File: config.mk
export PLATFORM = sky130hd
export DESIGN_NAME = keyboard_scancode_to_ascii_flat
export DESIGN_NICKNAME = d
export VERILOG_FILES = /design/src/hdl/kbd_pkg.sv /design/src/hdl/kbd_scan_if.sv /design/src/hdl/kbd_ascii_if.sv /design/src/hdl/keyboard_scancode_to_ascii.sv /design/src/hdl/kbd_xlate.sv /design/src/flat_wrapper.sv
export SDC_FILE = /design/constraint.sdc
export NUM_CORES = 1
export LEC_CHECK = 0
export BUFFER_PORTS_ARGS = -buffer_cell sky130_fd_sc_hd__buf_2
export CAP_MARGIN = 25
export CORE_MARGIN = 2
export CORE_UTILIZATION = 35
export DETAILED_ROUTE_END_ITERATION = 10
export PLACE_DENSITY = 0.56
export SYNTH_ARGS = -nofsm -noshare
export SYNTH_HDL_FRONTEND = slang
export SYNTH_SLANG_ARGS = --single-unit
File: constraint.sdc
create_clock -name clk -period 2.4 [get_ports clk]
set_input_delay 0.24 -clock clk [delete_from_list [all_inputs] [get_ports clk]]
set_output_delay 0.24 -clock clk [all_outputs]
set_load 0.005 [all_outputs]
File: src/hdl/kbd_pkg.sv
`default_nettype none

package kbd_pkg;

    localparam int ScanWidth  = 8;
    localparam int AsciiWidth = 7;

    typedef logic [ScanWidth-1:0]  scan_code_t;
    typedef logic [AsciiWidth-1:0] ascii_t;

    localparam scan_code_t KEY_RELEASE_BIT = 8'h80;
    localparam scan_code_t KEY_CAPS        = 8'h3A;
    localparam scan_code_t KEY_LCTRL       = 8'h1D;
    localparam scan_code_t KEY_LSHIFT      = 8'h2A;
    localparam scan_code_t KEY_LALT        = 8'h38;

    localparam ascii_t FILL_CHAR  = 7'h2E;
    localparam ascii_t CTRL_CHAR  = 7'h20;
    localparam ascii_t LOWER_A    = 7'h61;
    localparam ascii_t LOWER_Z    = 7'h7A;
    localparam ascii_t CASE_DELTA = 7'h20;

    typedef struct packed {
        logic caps;
        logic shift;
        logic ctrl;
    } kbd_flags_t;

    typedef struct packed {
        logic   valid;
        ascii_t ch;
    } kbd_result_t;

    function automatic ascii_t plain_char(input logic [6:0] code);
        ascii_t c;
        case (code)
            7'd2:  c = 7'h31;
            7'd3:  c = 7'h32;
            7'd4:  c = 7'h33;
            7'd5:  c = 7'h34;
            7'd6:  c = 7'h35;
            7'd7:  c = 7'h36;
            7'd8:  c = 7'h37;
            7'd9:  c = 7'h38;
            7'd10: c = 7'h39;
            7'd11: c = 7'h30;
            7'd12: c = 7'h2D;
            7'd13: c = 7'h3D;
            7'd14: c = 7'h08;
            7'd16: c = 7'h71;
            7'd17: c = 7'h77;
            7'd18: c = 7'h65;
            7'd19: c = 7'h72;
            7'd20: c = 7'h74;
            7'd21: c = 7'h79;
            7'd22: c = 7'h75;
            7'd23: c = 7'h69;
            7'd24: c = 7'h6F;
            7'd25: c = 7'h70;
            7'd26: c = 7'h5B;
            7'd27: c = 7'h5D;
            7'd28: c = 7'h0A;
            7'd30: c = 7'h61;
            7'd31: c = 7'h73;
            7'd32: c = 7'h64;
            7'd33: c = 7'h66;
            7'd34: c = 7'h67;
            7'd35: c = 7'h68;
            7'd36: c = 7'h6A;
            7'd37: c = 7'h6B;
            7'd38: c = 7'h6C;
            7'd39: c = 7'h3B;
            7'd40: c = 7'h27;
            7'd41: c = 7'h60;
            7'd43: c = 7'h5C;
            7'd44: c = 7'h7A;
            7'd45: c = 7'h78;
            7'd46: c = 7'h63;
            7'd47: c = 7'h76;
            7'd48: c = 7'h62;
            7'd49: c = 7'h6E;
            7'd50: c = 7'h6D;
            7'd51: c = 7'h2C;
            7'd52: c = 7'h2E;
            7'd53: c = 7'h2F;
            7'd55: c = 7'h2A;
            7'd57: c = 7'h20;
            7'd71: c = 7'h37;
            7'd72: c = 7'h38;
            7'd73: c = 7'h39;
            7'd74: c = 7'h34;
            7'd75: c = 7'h35;
            7'd76: c = 7'h36;
            7'd77: c = 7'h31;
            7'd78: c = 7'h32;
            7'd79: c = 7'h33;
            7'd80: c = 7'h30;
            default: c = FILL_CHAR;
        endcase
        return c;
    endfunction

    function automatic ascii_t shift_char(input logic [6:0] code);
        ascii_t c;
        case (code)
            7'd2:  c = 7'h21;
            7'd3:  c = 7'h40;
            7'd4:  c = 7'h23;
            7'd5:  c = 7'h24;
            7'd6:  c = 7'h25;
            7'd7:  c = 7'h5E;
            7'd8:  c = 7'h26;
            7'd9:  c = 7'h2A;
            7'd10: c = 7'h28;
            7'd11: c = 7'h29;
            7'd12: c = 7'h5F;
            7'd13: c = 7'h2B;
            7'd14: c = 7'h08;
            7'd16: c = 7'h51;
            7'd17: c = 7'h57;
            7'd18: c = 7'h45;
            7'd19: c = 7'h52;
            7'd20: c = 7'h54;
            7'd21: c = 7'h59;
            7'd22: c = 7'h55;
            7'd23: c = 7'h49;
            7'd24: c = 7'h4F;
            7'd25: c = 7'h50;
            7'd26: c = 7'h7B;
            7'd27: c = 7'h7D;
            7'd28: c = 7'h0A;
            7'd30: c = 7'h41;
            7'd31: c = 7'h53;
            7'd32: c = 7'h44;
            7'd33: c = 7'h46;
            7'd34: c = 7'h47;
            7'd35: c = 7'h48;
            7'd36: c = 7'h4A;
            7'd37: c = 7'h4B;
            7'd38: c = 7'h4C;
            7'd39: c = 7'h3A;
            7'd40: c = 7'h22;
            7'd41: c = 7'h7E;
            7'd43: c = 7'h7C;
            7'd44: c = 7'h5A;
            7'd45: c = 7'h58;
            7'd46: c = 7'h43;
            7'd47: c = 7'h56;
            7'd48: c = 7'h42;
            7'd49: c = 7'h4E;
            7'd50: c = 7'h4D;
            7'd51: c = 7'h3C;
            7'd52: c = 7'h3E;
            7'd53: c = 7'h3F;
            7'd55: c = 7'h2A;
            7'd57: c = 7'h20;
            7'd71: c = 7'h37;
            7'd72: c = 7'h38;
            7'd73: c = 7'h39;
            7'd74: c = 7'h34;
            7'd75: c = 7'h35;
            7'd76: c = 7'h36;
            7'd77: c = 7'h31;
            7'd78: c = 7'h32;
            7'd79: c = 7'h33;
            7'd80: c = 7'h30;
            default: c = FILL_CHAR;
        endcase
        return c;
    endfunction

endpackage

`default_nettype wire

File: src/hdl/kbd_scan_if.sv
`default_nettype none

interface kbd_scan_if;
    logic                valid;
    logic                ready;
    kbd_pkg::scan_code_t scan_code;

    modport source (output valid, output scan_code, input ready);
    modport sink   (input valid, input scan_code, output ready);
endinterface

`default_nettype wire

File: src/hdl/kbd_ascii_if.sv
`default_nettype none

interface kbd_ascii_if;
    logic            valid;
    logic            ready;
    kbd_pkg::ascii_t ascii_char;

    modport source (output valid, output ascii_char, input ready);
    modport sink   (input valid, input ascii_char, output ready);
endinterface

`default_nettype wire

File: src/hdl/keyboard_scancode_to_ascii.sv
// Channel | Dir | Payload          | Notes
// scan    | in  | scan_code  [7:0] | set-1 byte, bit 7 = release
// ascii   | out | ascii_char [6:0] | one transfer per non-modifier press
//
// One scancode per cycle while no stalled result holds scan; a character is
// valid the cycle after its transfer. Translation is one table lookup plus
// a flag update between the input and the single result register.
// Reset clears the caps, shift and ctrl flags and the result valid flag.
// A stalled result holds; scan stays ready while the result is taken.
`default_nettype none

module keyboard_scancode_to_ascii (
    input  wire logic    clk,
    input  wire logic    rst_n,
    kbd_scan_if.sink     scan,
    kbd_ascii_if.source  ascii
);
    import kbd_pkg::*;

    kbd_flags_t  flags_reg;
    kbd_flags_t  flags_next;
    kbd_result_t xl;
    logic        out_valid_reg;
    logic        out_valid_next;
    ascii_t      out_char_reg;
    logic        in_fire;

    kbd_xlate u_xlate (
        .code       (scan.scan_code),
        .flags      (flags_reg),
        .flags_next (flags_next),
        .result     (xl)
    );

    assign scan.ready = !out_valid_reg || ascii.ready;
    assign in_fire    = scan.valid && scan.ready;

    always_comb
    begin
        out_valid_next = out_valid_reg && !ascii.ready;
        if (in_fire && xl.valid)
            out_valid_next = 1'b1;
    end

    always_ff @(posedge clk or negedge rst_n)
    begin
        if (!rst_n)
        begin
            flags_reg     <= '0;
            out_valid_reg <= 1'b0;
        end
        else
        begin
            out_valid_reg <= out_valid_next;
            if (in_fire)
                flags_reg <= flags_next;
        end
    end

    always_ff @(posedge clk)
    begin
        if (in_fire && xl.valid)
            out_char_reg <= xl.ch;
    end

    assign ascii.valid      = out_valid_reg;
    assign ascii.ascii_char = out_char_reg;

    a_rise_from_transfer: assert property (@(posedge clk) disable iff (!rst_n)
        $rose(out_valid_reg) |-> $past(in_fire))
        else $error("result appeared without an input transfer");

    a_ready_when_empty: assert property (@(posedge clk) disable iff (!rst_n)
        !out_valid_reg |-> scan.ready)
        else $error("input stalled with empty result register");

    a_shift_set: assert property (@(posedge clk) disable iff (!rst_n)
        (in_fire && scan.scan_code == KEY_LSHIFT) |=> flags_reg.shift)
        else $error("shift press did not set flag");

    a_caps_toggle: assert property (@(posedge clk) disable iff (!rst_n)
        (in_fire && scan.scan_code == KEY_CAPS) |=> (flags_reg.caps != $past(flags_reg.caps)))
        else $error("caps press did not toggle");

    a_ctrl_space: assert property (@(posedge clk) disable iff (!rst_n)
        (in_fire && xl.valid && flags_reg.ctrl && !flags_reg.shift)
            |=> (out_char_reg == CTRL_CHAR))
        else $error("ctrl press did not give a space");

endmodule

`default_nettype wire

File: src/hdl/kbd_xlate.sv
`default_nettype none

module kbd_xlate (
    input  kbd_pkg::scan_code_t  code,
    input  kbd_pkg::kbd_flags_t  flags,
    output kbd_pkg::kbd_flags_t  flags_next,
    output kbd_pkg::kbd_result_t result
);
    import kbd_pkg::*;

    logic   upper;
    ascii_t c;

    assign upper = flags.caps ^ flags.shift;

    always_comb
    begin
        flags_next   = flags;
        result.valid = 1'b0;
        c            = FILL_CHAR;
        if ((code & KEY_RELEASE_BIT) != '0)
        begin
            if (code == (KEY_LCTRL | KEY_RELEASE_BIT))
                flags_next.ctrl = 1'b0;
            if (code == (KEY_LSHIFT | KEY_RELEASE_BIT))
                flags_next.shift = 1'b0;
        end
        else
        begin
            case (code)
                KEY_LCTRL:  flags_next.ctrl  = 1'b1;
                KEY_LSHIFT: flags_next.shift = 1'b1;
                KEY_CAPS:   flags_next.caps  = ~flags.caps;
                KEY_LALT:   ;
                default:
                begin
                    result.valid = 1'b1;
                    if (flags.shift)
                        c = shift_char(code[6:0]);
                    else if (flags.ctrl)
                        c = CTRL_CHAR;
                    else
                        c = plain_char(code[6:0]);
                end
            endcase
        end
        if (upper && !(!flags.shift && flags.ctrl) && c >= LOWER_A && c <= LOWER_Z)
            result.ch = c - CASE_DELTA;
        else
            result.ch = c;
    end

endmodule

`default_nettype wire
File: src/flat_wrapper.sv
// flat-port wrapper written by rule: the top's interface ports become plain ports
module keyboard_scancode_to_ascii_flat import kbd_pkg::*;
  (clk, rst_n, scan_valid, scan_scan_code, scan_ready, ascii_valid, ascii_ascii_char, ascii_ready);
  kbd_scan_if scan_i ();
  kbd_ascii_if ascii_i ();
  input  wire logic clk;
  input  wire logic rst_n;
  input wire logic [$bits(scan_i.valid)-1:0] scan_valid;
  input wire logic [$bits(scan_i.scan_code)-1:0] scan_scan_code;
  output wire logic [$bits(scan_i.ready)-1:0] scan_ready;
  output wire logic [$bits(ascii_i.valid)-1:0] ascii_valid;
  output wire logic [$bits(ascii_i.ascii_char)-1:0] ascii_ascii_char;
  input wire logic [$bits(ascii_i.ready)-1:0] ascii_ready;
  assign scan_i.valid = scan_valid;
  assign scan_i.scan_code = scan_scan_code;
  assign scan_ready = scan_i.ready;
  assign ascii_valid = ascii_i.valid;
  assign ascii_ascii_char = ascii_i.ascii_char;
  assign ascii_i.ready = ascii_ready;
  keyboard_scancode_to_ascii u_core (.clk(clk), .rst_n(rst_n), .scan(scan_i), .ascii(ascii_i));
endmodule
==> results of run 1 <==
[metal layers]
layer | wire [um] | vias to the layer above | GRT usage
li1 | - | 1276 | -
met1 | 3670 | 1275 | 0.356
met2 | 3880 | 144 | 0.411
met3 | 761 | 16 | 0.0648
met4 | 115 | 0 | 0.0508
met5 | 0 | - | 0
[cells by family after synthesis]
kind of cell / share of synthesized area
adders and majority gates: 0.0713
and+or+nand+nor: 0.274
AOI/OAI and AO/OA: 0.340
DFF: 0.147
xor gates and xnor gates: 0.0125
buffers and inverters: 0.0879
muxes: 0.0665
[worst reg2reg max path: stages (launching register included)]
cell                       delay, ps
sky130_fd_sc_hd__dfrtp_1         420
sky130_fd_sc_hd__buf_6           170
sky130_fd_sc_hd__buf_4           130
sky130_fd_sc_hd__buf_4           120
sky130_fd_sc_hd__o211ai_1        100
sky130_fd_sc_hd__o311ai_1        150
sky130_fd_sc_hd__nor3_2          300
sky130_fd_sc_hd__o41ai_4         150
sky130_fd_sc_hd__o41ai_2         370
sky130_fd_sc_hd__o211ai_2        170
sky130_fd_sc_hd__mux2i_1         140
[per-stage QoR]
stage	setup slack (ps)	instance area (um2)	setup TNS [ps]
after floorplan	-147	2190	-294
after global placement	-487	3000	-972
after detailed placement	-499	3000	-1030
after CTS	-184	3120	-366
after global routing	-215	3300	-427
final	-110	3300	-218
[power by group through the flow]
| stage | Sequential [uW] | Combinational (uW) | Clock, uW |
|---|---|---|---|
| after global placement | 229 | 547 | 0 |
| after CTS | 226 | 568 | 186 |
| after floorplan | 228 | 296 | 0 |
| final | 227 | 625 | 180 |
| after detailed placement | 230 | 548 | 0 |
| after global routing | 228 | 670 | 196 |
[final cells by class]
type,count,area share
clock buffers,4,0.0136
inverters,12,0.0190
multi-input cells,230,0.545
flip-flops and latches,11,0.0940
well taps,75,0.0284
repair buffers,129,0.299
[cells in the final DEF (no fill, tap or decap), types with 4 or more instances in the layout]
cell,count
sky130_fd_sc_hd__buf_4,103
sky130_fd_sc_hd__nor2_1,22
sky130_fd_sc_hd__nand2_1,19
sky130_fd_sc_hd__o21ai_0,18
sky130_fd_sc_hd__buf_2,17
sky130_fd_sc_hd__nand2b_1,16
sky130_fd_sc_hd__nand3_1,9
sky130_fd_sc_hd__a21oi_1,9
sky130_fd_sc_hd__nor2b_1,8
sky130_fd_sc_hd__mux2i_1,8
sky130_fd_sc_hd__inv_1,7
sky130_fd_sc_hd__a31oi_1,7
sky130_fd_sc_hd__edfxtp_1,7
sky130_fd_sc_hd__a211oi_1,5
sky130_fd_sc_hd__ha_4,5
sky130_fd_sc_hd__nor3_1,4
sky130_fd_sc_hd__nand4_1,4
sky130_fd_sc_hd__ha_1,4
sky130_fd_sc_hd__buf_6,4
sky130_fd_sc_hd__dfrtp_1,4
[what timing repair did]
action	4_1_cts	5_1_grt
setup buffers	1	5
hold endpoints to repair	4	0
setup endpoints to repair	2	2
hold buffers	1	0
pin swaps	4	12
gates resized for setup	13	35
[path summary, 6_finish.rpt]
check / from / end / depth (start not counted)
worst min register to register: u_core.flags_reg[2]$_DFFE_PN0P_ / u_core.flags_reg[2]$_DFFE_PN0P_ / 1
max in group asynchronous: rst_n / u_core.ascii.valid$_DFF_PN0_ / 2
min in group asynchronous: rst_n / u_core.flags_reg[1]$_DFFE_PN0P_ / 2
worst max register to register: u_core.flags_reg[1]$_DFFE_PN0P_ / u_core.ascii.ascii_char[6]$_DFFE_PP_ / 10
worst min-delay path: scan_scan_code[7] / u_core.flags_reg[1]$_DFFE_PN0P_ / 2
worst max-delay path: scan_scan_code[0] / u_core.ascii.ascii_char[6]$_DFFE_PP_ / 12
==> results.txt, run 1 <==
----------------------------------------------------
[Clocking]
  Worst-skew pair later-pin latency ... 230 ps
  Number of buffers inserted during clock tree synthesis ... 3
  Clock input transition at the sequential cells of the worst setup and hold paths ... approximately 50 ps
  Sink count of the clock tree ... 11
  H-tree depth ... 1
  Longest Clk Path Bufs ... 2
  Clock tree from TritonCTS ... done
  Clock tree root buffer cell ... sky130_fd_sc_hd__clkbuf_8

[Cells and area]
  Max FFs per register ... 7
  Final layout net count ... 411
  Diodes inserted ... 0
  Share of final-layout standard cells stronger than drive strength 1 ... 0.443
  Count of fill cells added during filler insertion ... 548
  Area overhead of the layout relative to synthesis ... 56.7%
  Post-layout instance count excluding filler cells ... 461
  Area taken by flip-flops and latches ... a little over 300 um2
  End-of-flow core utilization ... 0.564
  Area of the multi-input gates ... approximately 1800 um2

[Floorplan]
  Number of core rows ... 28
  Effective utilization at floorplan ... 0.360
  Core box area ... a little under 6000 um2
  # IOs ... 21
  Chip height ... 81.6 um
  Width of the chip ... slightly above 80 um
  Total Die Area ... 6650 um2

[Power and ir drop]
  Clock group share of total power ... 0.174
  Maximum vdd drop ... 0.000365 V
  Sw power ... approximately 390 uW
  Switching power share of the total ... 0.382
  Pwr dens ... between 300 and 400 nW/um2
  Cell-internal power ... 638 uW
  Total Power Consumption ... a little over 1000 uW
  Combinational fraction of design power ... 0.606
  Flop pwr share ... 0.220
  Leakage power ... between 0.001 and 0.0015 uW

[Worst setup path]
  Bufs and invs on worst path ... 3
  Crit start category ... input pin
  Arrival time worst endpoint ... 2490 ps
  R2R Setup Slk ... -90 ps
  Family with the most delay on the worst path ... compound AO/OA/AOI/OAI gates
  Worst endpoint required time ... 2380 ps
  Slowest Stage Delay on Critical Path ... 430 ps
  Crit path max fanout ... 5
  Worst-path cell with the longest stage delay ... sky130_fd_sc_hd__or3_4
  Critical Setup Path Class ... in2reg
  Critical path endpoint category ... register
  Chain of cells forming the critical path ... buf_12, clkinv_8, ha_4, buf_4, nand4bb_1, a211oi_2, or3_4, a2111oi_4, o221ai_4, o41ai_2, o211ai_2, mux2i_1

[Drt]
  Routed WL per cell ... 18.3 um
  Count of TritonRoute iterations in the first routing pass ... 5
  Number of design rule violations left after detail routing ... 0
  Starting DRT DRC Count ... 397
  Detail-routed via count per cell ... 5.88
  Antenna-violating nets left ... 0
  Via total after detailed routing ... 2711
  Wire length after detailed routing ... 8430 um

[Global route]
  Remaining Overflow, GRT ... 0
  Vias in the first global route ... 2598
  First-pass GRT wire length ... 13300 um
  All-layer global routing usage ... 0.259
  Maximum number of pins on one net before global-route repair ... 19
  Antenna violations before repair ... 0

[Timing]
  Worst path setup slack after routing ... -110 ps
  Unrepaired setup endpoints after global routing ... true
  Final-layout worst hold slack ... 281 ps
  Worst-case headroom to the max-slew limit ... 0.608
  Final hold vios ... 0
  Max Slew Vio Count ... 0
  Share of the cycle needed by the critical path after routing ... 1.05
  Clock Skews ... 3.14 ps
  Max Clk Rate ... 0.398 GHz
  Total setup violations reported at the end of the flow ... 2
  Final period demand of the worst path ... 2510 ps
  Slew of the pin with the lowest slew margin ... a little under 600 ps

[Synth]
  Area share of the largest cell type after synthesis ... 0.0998
  Number of synthesis warnings ... 0
  Syn Inst Count ... 278
  Predominant post-synthesis flop cell ... sky130_fd_sc_hd__edfxtp_1
  Cell Area, Synth ... 2110 um2
  Synth top area cells ... sky130_fd_sc_hd__edfxtp_1, sky130_fd_sc_hd__ha_1, sky130_fd_sc_hd__nand2b_1
  Mean post-synth cell area ... 7.57 um2
  Fraction of registers with async set/reset ... 0.364
  Seq cells post-synth ... 11
  Commonest cells in the synthesized netlist ... sky130_fd_sc_hd__nor2_1, sky130_fd_sc_hd__nand2_1, sky130_fd_sc_hd__o21ai_0, sky130_fd_sc_hd__nand2b_1, sky130_fd_sc_hd__ha_1
  Most area-hungry cell type in the Yosys netlist ... sky130_fd_sc_hd__edfxtp_1
  Number of unique standard cell types used by synthesis ... 66
  Top-count cell post-synth ... sky130_fd_sc_hd__nor2_1
  Sequential share of the synthesized area ... 0.147
  Syn nets ... just over 300
  Number of flops mapped to enable cells by yosys ... 7

[Place]
  Number of port buffers ... 20
  Placer congestion estimate ... 0.999
  Placed Instances ... 450
  Detailed-placement wirelength estimate ... 6670 um

[Job]
  Number of maximum-capacitance constraint violations ... 0

[Run status]
  Outcome ... complete, but fails checks
  Failing checks ... negative setup slack

[Worst hold path]
  Path type of the worst min-delay path ... in2reg

----------------------------------------------------
Power figures use the tool's default switching activity.
==> run 2: changes to the inputs <==
--- a/config.mk
+++ b/config.mk
@@ -5,12 +5,14 @@
 export SDC_FILE = /design/constraint.sdc
 export NUM_CORES = 1
 export LEC_CHECK = 0
-export BUFFER_PORTS_ARGS = -buffer_cell sky130_fd_sc_hd__buf_2
+export ABC_AREA = 1
+export BUFFER_PORTS_ARGS = -buffer_cell sky130_fd_sc_hd__clkbuf_2
 export CAP_MARGIN = 25
 export CORE_MARGIN = 2
 export CORE_UTILIZATION = 35
 export DETAILED_ROUTE_END_ITERATION = 10
 export PLACE_DENSITY = 0.56
+export SLEW_MARGIN = 10
 export SYNTH_ARGS = -nofsm -noshare
 export SYNTH_HDL_FRONTEND = slang
 export SYNTH_SLANG_ARGS = --single-unit
==> run 2 against run 1 <==
Against the previous run: the run now ends clean; sequential cell count unchanged; die area up 3.6%; first-iteration DRC count down 59%; critical path depth up 6; clock power about the same; critical path type unchanged; critical endpoint unchanged.
==> results.txt, run 2 <==
----------------------------------------------------
[Run status]
  Outcome ... complete, no violations

[Synth]
  Number of flops mapped to enable cells by yosys ... 7 (unchanged)
  Synth top area cells ... sky130_fd_sc_hd__nand2_1, sky130_fd_sc_hd__nand3_1, sky130_fd_sc_hd__edfxtp_1
  Top-count cell post-synth ... sky130_fd_sc_hd__nand2_1
  Area share of the largest cell type after synthesis ... 0.254 (+0.154)
  Predominant post-synthesis flop cell ... sky130_fd_sc_hd__edfxtp_1
  Fraction of registers with async set/reset ... 0.364 (unchanged)
  Syn nets ... 412 (+36%)
  Cell Area, Synth ... 2190 um2 (+3.8%)
  Commonest cells in the synthesized netlist ... sky130_fd_sc_hd__nand2_1, sky130_fd_sc_hd__nand3_1, sky130_fd_sc_hd__inv_1, sky130_fd_sc_hd__nor2_1
  Seq cells post-synth ... 11 (unchanged)
  Mean post-synth cell area ... 5.63 um2 (-26%)
  Syn Inst Count ... 388 (+40%)
  Number of unique standard cell types used by synthesis ... 30 (-55%)
  Most area-hungry cell type in the Yosys netlist ... sky130_fd_sc_hd__nand2_1
  Sequential share of the synthesized area ... 0.142 (-0.00540)
  Number of synthesis warnings ... 0 (unchanged)

[Global route]
  M1 GR Usage ... 0.282 (-0.0741)
  Remaining Overflow, GRT ... 0 (unchanged)
  Global routing's busiest layer ... met2
  Maximum number of pins on one net before global-route repair ... 27 (+8)
  All-layer global routing usage ... 0.205 (-0.0543)
  First-pass GRT wire length ... 11900 um (-11%)
  Met2 Use GR ... 0.339 (-0.0728)
  Vias in the first global route ... 2514 (-3.2%)
  Antenna violations before repair ... 0 (unchanged)
  Grt met3 use ... 0.0139 (-0.0509)

[Clocking]
  Clock input transition at the sequential cells of the worst setup and hold paths ... 50 ps (about the same)
  Longest Clk Path Bufs ... 2 (unchanged)
  Clock tree from TritonCTS ... done
  Worst-skew pair later-pin latency ... 240 ps (about the same)
  Clock tree root buffer cell ... sky130_fd_sc_hd__clkbuf_8
  Number of buffers inserted during clock tree synthesis ... 3 (unchanged)
  Sink count of the clock tree ... 11 (unchanged)
  H-tree depth ... 1 (unchanged)

[Worst setup path]
  Slowest Stage Delay on Critical Path ... 240 ps (-190 ps)
  Critical Setup Path Class ... in2reg
  Worst endpoint required time ... 2400 ps (+20 ps)
  Chain of cells forming the critical path ... clkbuf_2, inv_1, ha_1, inv_1, nand2_1, nand2_1, nor2_1, nor2_1, nand3_1, nor2_2, nand2_1, ha_1, nand4_1, nor2_1, a21oi_1, nand3_1, nand2_1, nand2_1
  Critical path endpoint category ... register
  Cell mode on critical path ... sky130_fd_sc_hd__nand2_1
  Crit start category ... input pin
  Crit path max fanout ... 5 (unchanged)
  Endpoint of the most critical register-to-register path ... u_core.ascii.ascii_char[6]$_DFFE_PP_
  Number of cells on the worst reg-to-reg path ... 13 (+3)
  Critical path startpoint ... scan_scan_code[0]
  Worst-path cell with the longest stage delay ... sky130_fd_sc_hd__ha_1
  R2R Setup Slk ... 350 ps (+440 ps)
  Reg-to-Reg Start ... u_core.flags_reg[1]$_DFFE_PN0P_
  Worst setup endpoint ... u_core.ascii.ascii_char[6]$_DFFE_PP_
  Arrival time worst endpoint ... 2210 ps (-280 ps)

[Timing]
  Max Slew Vio Count ... 0 (unchanged)
  Total setup violations reported at the end of the flow ... 0 (-2)
  Final-layout worst hold slack ... 229 ps (-52.0 ps)
  Share of the cycle needed by the critical path after routing ... 0.920 (-0.125)
  Final-layout setup total negative slack ... 0 ps (+218 ps)
  Worst-case headroom to the max-slew limit ... 0.762 (+0.154)
  Slew of the pin with the lowest slew margin ... 357 ps (-226 ps)
  Final period demand of the worst path ... 2210 ps (-301 ps)
  Max Clk Rate ... 0.453 GHz (+14%)
  Final hold vios ... 0 (unchanged)
  Clock Skews ... 9.18 ps (+6.03 ps)

[Power and ir drop]
  Maximum vdd drop ... 0.000258 V (-29%)
  Pwr dens ... 326 nW/um2 (+4.1%)
  Leakage power ... 0.00145 uW (+4.5%)

[Cells and area]
  Diodes inserted ... 0 (unchanged)
  Commonest non-fill, non-tap cell in the layout ... sky130_fd_sc_hd__nand2_1
  Max FFs per register ... 7 (unchanged)
  Post-layout instance count excluding filler cells ... 511 (+11%)
  Final layout net count ... 461 (+12%)
  Count of fill cells added during filler insertion ... 660 (+20%)
  Most frequent cells in the layout ... sky130_fd_sc_hd__nand2_1, sky130_fd_sc_hd__nand3_1, sky130_fd_sc_hd__buf_4, sky130_fd_sc_hd__inv_1, sky130_fd_sc_hd__nor2_1
  Area of the multi-input gates ... 1560 um2 (-13%)
  Area taken by flip-flops and latches ... 310 um2 (unchanged)
  Share of final-layout standard cells stronger than drive strength 1 ... 0.225 (-0.218)
  Area overhead of the layout relative to synthesis ... 19.5%
  End-of-flow core utilization ... 0.436 (-0.128)

[Floorplan]
  Effective utilization at floorplan ... 0.365 (+0.00495)
  Number of core rows ... 28 (unchanged)
  Total Die Area ... 6890 um2 (+3.6%)
  Chip height ... 83.0 um (+1.8%)
  # IOs ... 21 (unchanged)
  Width of the chip ... 83.0 um (+1.8%)
  Core box area ... 5990 um2 (+2.4%)

[Place]
  Number of port buffers ... 20 (unchanged)
  Placer congestion estimate ... 0.959 (-4.0%)
  Placed Instances ... 505 (+12%)
  Detailed-placement wirelength estimate ... 5740 um (-14%)

[Drt]
  Via total after detailed routing ... 2603 (-4.0%)
  Starting DRT DRC Count ... 164 (-59%)
  Detail-routed via count per cell ... 5.09 (-13%)
  Antenna-violating nets left ... 0 (unchanged)
  Count of TritonRoute iterations in the first routing pass ... 5 (unchanged)
  Routed WL per cell ... 13.6 um (-26%)
  Number of design rule violations left after detail routing ... 0 (unchanged)
  Wire length after detailed routing ... 6940 um (-18%)

[Worst hold path]
  Worst Hold Path Cells ... 2 (unchanged)
  Path type of the worst min-delay path ... in2reg

[Job]
  Number of maximum-capacitance constraint violations ... 0 (unchanged)

----------------------------------------------------
-- run 2: timing repair --
item | in CTS | in global routing
buffers inserted | 0 | 1
endpoints found under the setup margin | 0 | 2
resized for setup | 0 | 4
hold endpoints to repair | 4 | 0
hold buffers | 1 | 0
-- run 2: logic make-up (layout without fill, tap and decap cells) --
| family | Yosys count | count (layout) | synth area share |
|---|---|---|---|
| AND/OR/NAND/NOR | 273 | 273 | 0.552 |
| AO/OA/AOI/OAI | 30 | 30 | 0.0807 |
| multiplexers | 1 | 1 | 0.00458 |
| XOR/XNOR | 1 | 1 | 0.00401 |
| buffers and inverters | 60 | 108 | 0.148 |
| flip-flops | 11 | 11 | 0.142 |
| adder cells (fa/ha/maj) | 12 | 12 | 0.0687 |
-- run 2: where the power goes --
group | total (uW) | switching (uW) | internal, uW
combinational | 442 | 274 | 168
clock | 182 | 65.6 | 116
sequential | 226 | 9.29 | 217
total | 850 | 349 | 501
-- run 2: worst max-delay path, delay by kind of cell --
kind / cells / cell delay [ps]
AND/OR/NAND/NOR: 12 / 1070
adder cells (fa/ha/maj): 2 / 450
buffers and inverters: 3 / 310
AO/OA/AOI/OAI: 1 / 140
-- run 2: cell type report --
type                    instances  area share
clock buffers                   4      0.0172
inverters                      43      0.0637
multi-input cells             317       0.598
flip-flops and latches         11       0.119
well taps                      75      0.0359
repair buffers                 61       0.167
-- run 2: through the flow --
step / power (uW) / area (um2) / setup slack (ps)
after global placement: 664 / 2540 / -73.9
after floorplan: 521 / 2190 / 236
after global routing: 918 / 2610 / -3.08
final: 850 / 2610 / 191
after CTS: 846 / 2600 / 143
after detailed placement: 662 / 2540 / -75.9
-- run 2: worst min path at each step --
stage                      start                              end
2_1_floorplan              rst_n     u_core.ascii.valid$_DFF_PN0_
3_3_place_gp               rst_n  u_core.flags_reg[2]$_DFFE_PN0P_
3_5_place_dp               rst_n  u_core.flags_reg[0]$_DFFE_PN0P_
4_1_cts        scan_scan_code[7]  u_core.flags_reg[1]$_DFFE_PN0P_
5_1_grt        scan_scan_code[7]  u_core.flags_reg[1]$_DFFE_PN0P_
6_report       scan_scan_code[7]  u_core.flags_reg[1]$_DFFE_PN0P_
-- run 2: per-layer routing --
layer | vias to the layer above | wire length, um
met5 | - | 0
li1 | 1339 | -
met3 | 18 | 366
met2 | 95 | 3250
met1 | 1151 | 3140
met4 | 0 | 183
